[config.mk]
export PLATFORM = sky130hd
export DESIGN_NAME = qle_update
export DESIGN_NICKNAME = d
export VERILOG_FILES = /design/src/hdl/qle_pkg.sv /design/src/hdl/qle_update.sv
export SDC_FILE = /design/constraint.sdc
export NUM_CORES = 2
export LEC_CHECK = 0
export BUFFER_PORTS_ARGS = -buffer_cell sky130_fd_sc_hd__buf_2
export CORE_MARGIN = 5
export CORE_UTILIZATION = 25
export DETAILED_ROUTE_END_ITERATION = 10
export PLACE_DENSITY = 0.39
export REMOVE_ABC_BUFFERS = 1
export SETUP_SLACK_MARGIN = 0.1
export SYNTH_ARGS = -nofsm -noshare
export SYNTH_HDL_FRONTEND = slang
export SYNTH_SLANG_ARGS = --single-unit
[constraint.sdc]
create_clock -name clk -period 12.09 [get_ports clk]
set_clock_uncertainty 0.05 [all_clocks]
set_input_delay 1.209 -clock clk [delete_from_list [all_inputs] [get_ports clk]]
set_output_delay 1.209 -clock clk [all_outputs]
set_load 0.05 [all_outputs]
[src/hdl/qle_pkg.sv]
package qle_pkg;

  // Default table geometry
  localparam int GRID_CELLS_DEF  = 64;
  localparam int WAIT_LEVELS_DEF = 4;
  localparam int NUM_ACTIONS_DEF = 4;

  // Configuration register indexes and reset values
  localparam logic [1:0] REG_EXPLORE_RATE    = 2'd0;
  localparam logic [1:0] REG_LEARNING_RATE   = 2'd1;
  localparam logic [1:0] REG_DISCOUNT_FACTOR = 2'd2;

  localparam logic [15:0] EXPLORE_RATE_RST    = 16'd13107;
  localparam logic [15:0] LEARNING_RATE_RST   = 16'd13107;
  localparam logic [15:0] DISCOUNT_FACTOR_RST = 16'd62259;

  // Command codes
  localparam logic CMD_SELECT = 1'b0;
  localparam logic CMD_UPDATE = 1'b1;

  // Sequencer states
  typedef enum logic [2:0] {
    ST_CLEAR,
    ST_IDLE,
    ST_PREP_A,
    ST_PREP_B,
    ST_READ,
    ST_LAST,
    ST_FINISH,
    ST_CALC
  } state_t;

  // Result of the update datapath
  typedef struct packed {
    logic               valid;
    logic               sat;
    logic signed [31:0] value;
  } upd_res_t;

  // Shift one bit into a remainder modulo m (m at most 1024)
  function automatic logic [10:0] mod_shift_in(input logic [10:0] r, input logic b,
                                               input logic [10:0] m);
    logic [10:0] t;
    t = {r[9:0], b};
    if (t >= m) begin
      t = t - m;
    end
    return t;
  endfunction

  // Reduce a 6-bit value modulo m, restoring one bit a step
  function automatic logic [10:0] mod_bits6(input logic [10:0] r, input logic [5:0] v,
                                            input logic [10:0] m);
    logic [10:0] acc;
    acc = r;
    for (int i = 5; i >= 0; i--) begin
      acc = mod_shift_in(acc, v[i], m);
    end
    return acc;
  endfunction

  // Continue a remainder modulo m over eight more bits
  function automatic logic [10:0] mod_bits8(input logic [10:0] r, input logic [7:0] v,
                                            input logic [10:0] m);
    logic [10:0] acc;
    acc = r;
    for (int i = 7; i >= 0; i--) begin
      acc = mod_shift_in(acc, v[i], m);
    end
    return acc;
  endfunction

endpackage

[src/hdl/qle_update.sv]
module qle_update (
  input  logic               clk,
  input  logic               rst,
  input  logic               start,
  input  logic signed [31:0] reward,
  input  logic signed [31:0] best,
  input  logic signed [31:0] q_old,
  input  logic [15:0]        learning_rate,
  input  logic [15:0]        discount_factor,
  output qle_pkg::upd_res_t  res
);
  import qle_pkg::*;

  logic               vld1;
  logic               vld2;
  logic               vld3;
  logic               res_vld;
  logic               res_sat;
  logic signed [31:0] res_val;
  logic signed [48:0] prod_g;
  logic signed [31:0] rew1;
  logic signed [31:0] q1;
  logic signed [33:0] target2;
  logic signed [49:0] pa2;
  logic signed [49:0] pa3;
  logic signed [50:0] pb3;
  logic signed [49:0] tsum;
  logic signed [51:0] msum;
  logic [16:0]        keep;
  logic [35:0]        shifted;
  logic               ovf_pos;
  logic               ovf_neg;

  // Advance the stage valid bits
  always_ff @(posedge clk) begin
    if (rst) begin
      vld1    <= 1'b0;
      vld2    <= 1'b0;
      vld3    <= 1'b0;
      res_vld <= 1'b0;
    end else begin
      vld1    <= start;
      vld2    <= vld1;
      vld3    <= vld2;
      res_vld <= vld3;
    end
  end

  // Target: round(reward + gamma * best_next)
  assign tsum = $signed({{2{rew1[31]}}, rew1, 16'd0}) + $signed({prod_g[48], prod_g})
              + 50'sd32768;

  // Weight kept on the old value
  assign keep = 17'd65536 - {1'b0, learning_rate};

  // Blend, round and clip
  assign msum = $signed({{2{pa3[49]}}, pa3}) + $signed({pb3[50], pb3}) + 52'sd32768;
  assign shifted = msum[51:16];
  assign ovf_pos = !shifted[35] && (|shifted[34:31]);
  assign ovf_neg = shifted[35] && !(&shifted[34:31]);

  // Stage registers
  always_ff @(posedge clk) begin
    prod_g  <= $signed({1'b0, discount_factor}) * best;
    rew1    <= reward;
    q1      <= q_old;
    target2 <= tsum[49:16];
    pa2     <= $signed({1'b0, keep}) * q1;
    pb3     <= $signed({1'b0, learning_rate}) * target2;
    pa3     <= pa2;
    res_sat <= ovf_pos || ovf_neg;
    if (ovf_pos) begin
      res_val <= 32'sh7FFFFFFF;
    end else if (ovf_neg) begin
      res_val <= $signed(32'h80000000);
    end else begin
      res_val <= shifted[31:0];
    end
  end

  // Pack the result
  assign res = '{valid: res_vld, sat: res_sat, value: res_val};

endmodule

==> flow_metrics.py <==
metrics = {
    "timing": {
        "tns_ps": 0,
        "fmax_ghz": 0.106,
        "finalHoldViolCount": 0,
        "worstMarginPinSlew_ps": 1090,
        "finalSetupViolations": 0,
        "fin_crit_sh": 0.782,
        "final_max_slew_viol_count": 0,
        "rsz0062_at_grt": "false",
        "slew_headroom": 0.267,
        "setup_slack_ps": 2640,
        "fin_crit_ps": 9450,
    },
    "clock_tree": {
        "cts_resized": 0,
        "hold_buffers": 0,
        "cts_setup_buffers": 0,
        "cts-htree-levels": 2,
        "clock-root-buffer": "clkbuf_16",
        "insertion_delay_ps": 690,
        "path_clk_slew_ps": 70,
        "cts_inserted_buffers": 44,
        "cts_sinks": 320,
        "tritoncts": "done",
        "cts_max_path_buffers": 3,
    },
    "layout": {
        "area_growth_pct": 9.48,
        "seqCellArea_sq_um": 6410,
        "fin_nets": 9344,
        "final_common_cell": "inv_1",
        "drive_gt1_frac": 0.0511,
        "final_cell_mix": "inv_1, fa_1, nand2_1, and2_1, ha_1",
        "n_fill_cell": 28600,
        "multiInputGateArea_sq_um": 52600,
    },
    "setup_path": {
        "crit_required_ps": 12570,
        "cp_max_fo": 32,
        "worstSetupStartpointType": "primary input",
        "worstPathArrival_ps": 9930,
        "rrSetupSlack_ps": 4190,
        "slowest_stage": "nor4_1",
        "cp-end-kind": "flip-flop",
        "crit_top_cell": "fa_1",
        "cp_slowest_stage_delay_ps": 640,
        "crit_type": "primary input to flip-flop",
    },
    "drt": {
        "via_count": 46500,
        "routedWlPerCell_microns": 18.4,
        "drtIter0Drc": 1889,
        "drc_errors": 0,
        "viasPerCell": 4.31,
        "routed_wl_microns": 198000,
        "antenna_left": 0,
        "dr.pass1.iters": 5,
    },
    "floorplan": {
        "die_x_microns": 526,
        "ios": 165,
        "die_h_microns": 526,
        "core_area_sq_um": 265000,
        "rows": 189,
        "die_area_sq_um": 276000,
        "start_util": 0.251,
    },
    "synth": {
        "synth_flop_cell": "dfxtp_1",
        "async_flop_share": 0,
        "yosysWarningCount": 0,
        "syn_avg_cell_area_sq_um": 9.22,
        "synth_edf_count": 0,
        "ys_seq_area_frac": 0.0964,
        "syn_inst": 7210,
        "ys_ff_latch": 320,
        "yosysUniqueCellTypes": 82,
        "netlist_area_sq_um": 66500,
    },
    "placed_design": {
        "hpwl_microns": 159000,
        "dpl_worst_slack_ps": 2110,
        "io_buffers": 164,
        "globalplace.congestion": 0.800,
    },
    "global_route": {
        "grt_usage": 0.146,
        "grt_pass1_wl_microns": 317000,
        "gr-total-overflow": 0,
        "antenna_found_initial": 12,
        "grt_max_degree": 41,
        "first_global_vias": 53300,
    },
    "run": {
        "cap_violations": 0,
    },
    "hold_path": {
        "hp-class": "flip-flop to flip-flop",
    },
    "status": {
        "outcome": "completed",
    },
}
## synthesized netlist by cell type (all sizes together), types with 4 or more instances
| master | instances | area [sq um] |
|---|---|---|
| or4 | 4 | 30.0 |
| o41ai | 6 | 90.1 |
| nand2b | 29 | 181 |
| o211ai | 14 | 105 |
| a21oi | 177 | 890 |
| a311oi | 6 | 52.6 |
| a2111oi | 5 | 68.8 |
| nand2 | 1041 | 3910 |
| xnor2 | 140 | 1230 |
| buf | 21 | 119 |
| inv | 1722 | 6460 |
| nand3 | 49 | 245 |
| nor2b | 32 | 200 |
| o21bai | 22 | 165 |
| and4 | 8 | 70.1 |
| a211oi | 11 | 87.6 |
| nor3 | 34 | 175 |
| nor4 | 10 | 62.6 |
| a221oi | 13 | 120 |
| o21a | 26 | 195 |
| and3 | 28 | 175 |
| dfxtp | 320 | 6410 |
| a31oi | 16 | 100 |
| xor2 | 66 | 578 |
| or3 | 8 | 50.1 |
| ha | 487 | 6090 |
| clkbuf | 269 | 1010 |
| a22oi | 4 | 30.0 |
| or2 | 8 | 50.1 |
| o221ai | 4 | 41.3 |
| o31ai | 6 | 50.1 |
| nand3b | 4 | 30.0 |
| nor3b | 5 | 37.5 |
| nor2 | 89 | 334 |
| and2 | 660 | 4130 |
| nand4 | 31 | 200 |
| a31o | 4 | 35.0 |
| a211o | 4 | 35.0 |
| o21ai | 123 | 653 |
| a21o | 133 | 998 |
| fa | 1526 | 30500 |
## cells by family after synthesis
kind of cell / after synthesis / share of synthesized area
AND/OR/NAND/NOR: 2046 / 0.150
AO/OA/AOI/OAI: 611 / 0.0611
flip-flops: 320 / 0.0964
adder cells (fa/ha/maj): 2013 / 0.551
XOR/XNOR: 206 / 0.0271
buffers and inverters: 2012 / 0.114
multiplexers: 2 / 0.000339
## per-layer routing
metal	routed length, microns	share of wire	vias to the layer above	global-route usage
li1	-	-	21300	-
met1	91600	0.46	24400	0.200
met2	97600	0.49	686	0.255
met3	5600	0.028	147	0.0128
met4	3170	0.016	0	0.0245
met5	0	0	-	0
## critical path: cells and delay by family
kind,cells,cell delay (ps)
xor gates and xnor gates,2,310
adders and majority gates,7,3340
buffers and inverters,7,820
and+or+nand+nor,8,2020
AOI/OAI and AO/OA,7,2190
## stage by stage
step	instance area (sq um)	hold slack (ps)	std cells	utilization
finish	72800	249	10800	0.275
global route	72800	248	10800	0.275
CTS	72800	245	10800	0.275
detailed placement	71200	262	10700	0.269
global placement	71200	264	10700	0.269
floorplan	65300	260	6920	-
## layout make-up
cell class,count,share of cell area
antenna,5,0.000172
clock buffer,50,0.0161
clock inverter,31,0.00474
inverter,1722,0.0888
multi-input combinational,4878,0.723
sequential,320,0.0880
tap,3533,0.0607
timing repair buffer,234,0.0185
## state kept, by name, summed over array words and instances, names as in the netlist, 32 cells and up
name	cells
pb3	51
pa2	50
pa3	50
prod_g	34
target2	34
q1	32
res_val	32
rew1	32
## final timing paths
path                                   endpoint                from  cells past startpoint
worst max-delay path            pa2[49]$_DFF_P_    learning_rate[5]                     31
worst min-delay path            pa3[23]$_DFF_P_     pa2[23]$_DFF_P_                      0
worst min register to register  pa3[23]$_DFF_P_     pa2[23]$_DFF_P_                      0
worst max register to register  pb3[45]$_DFF_P_  target2[5]$_DFF_P_                     22
Power is left out: the tool's default activity adds up to more than one toggle a clock period on the data nets, which glitch-free logic cannot reach.
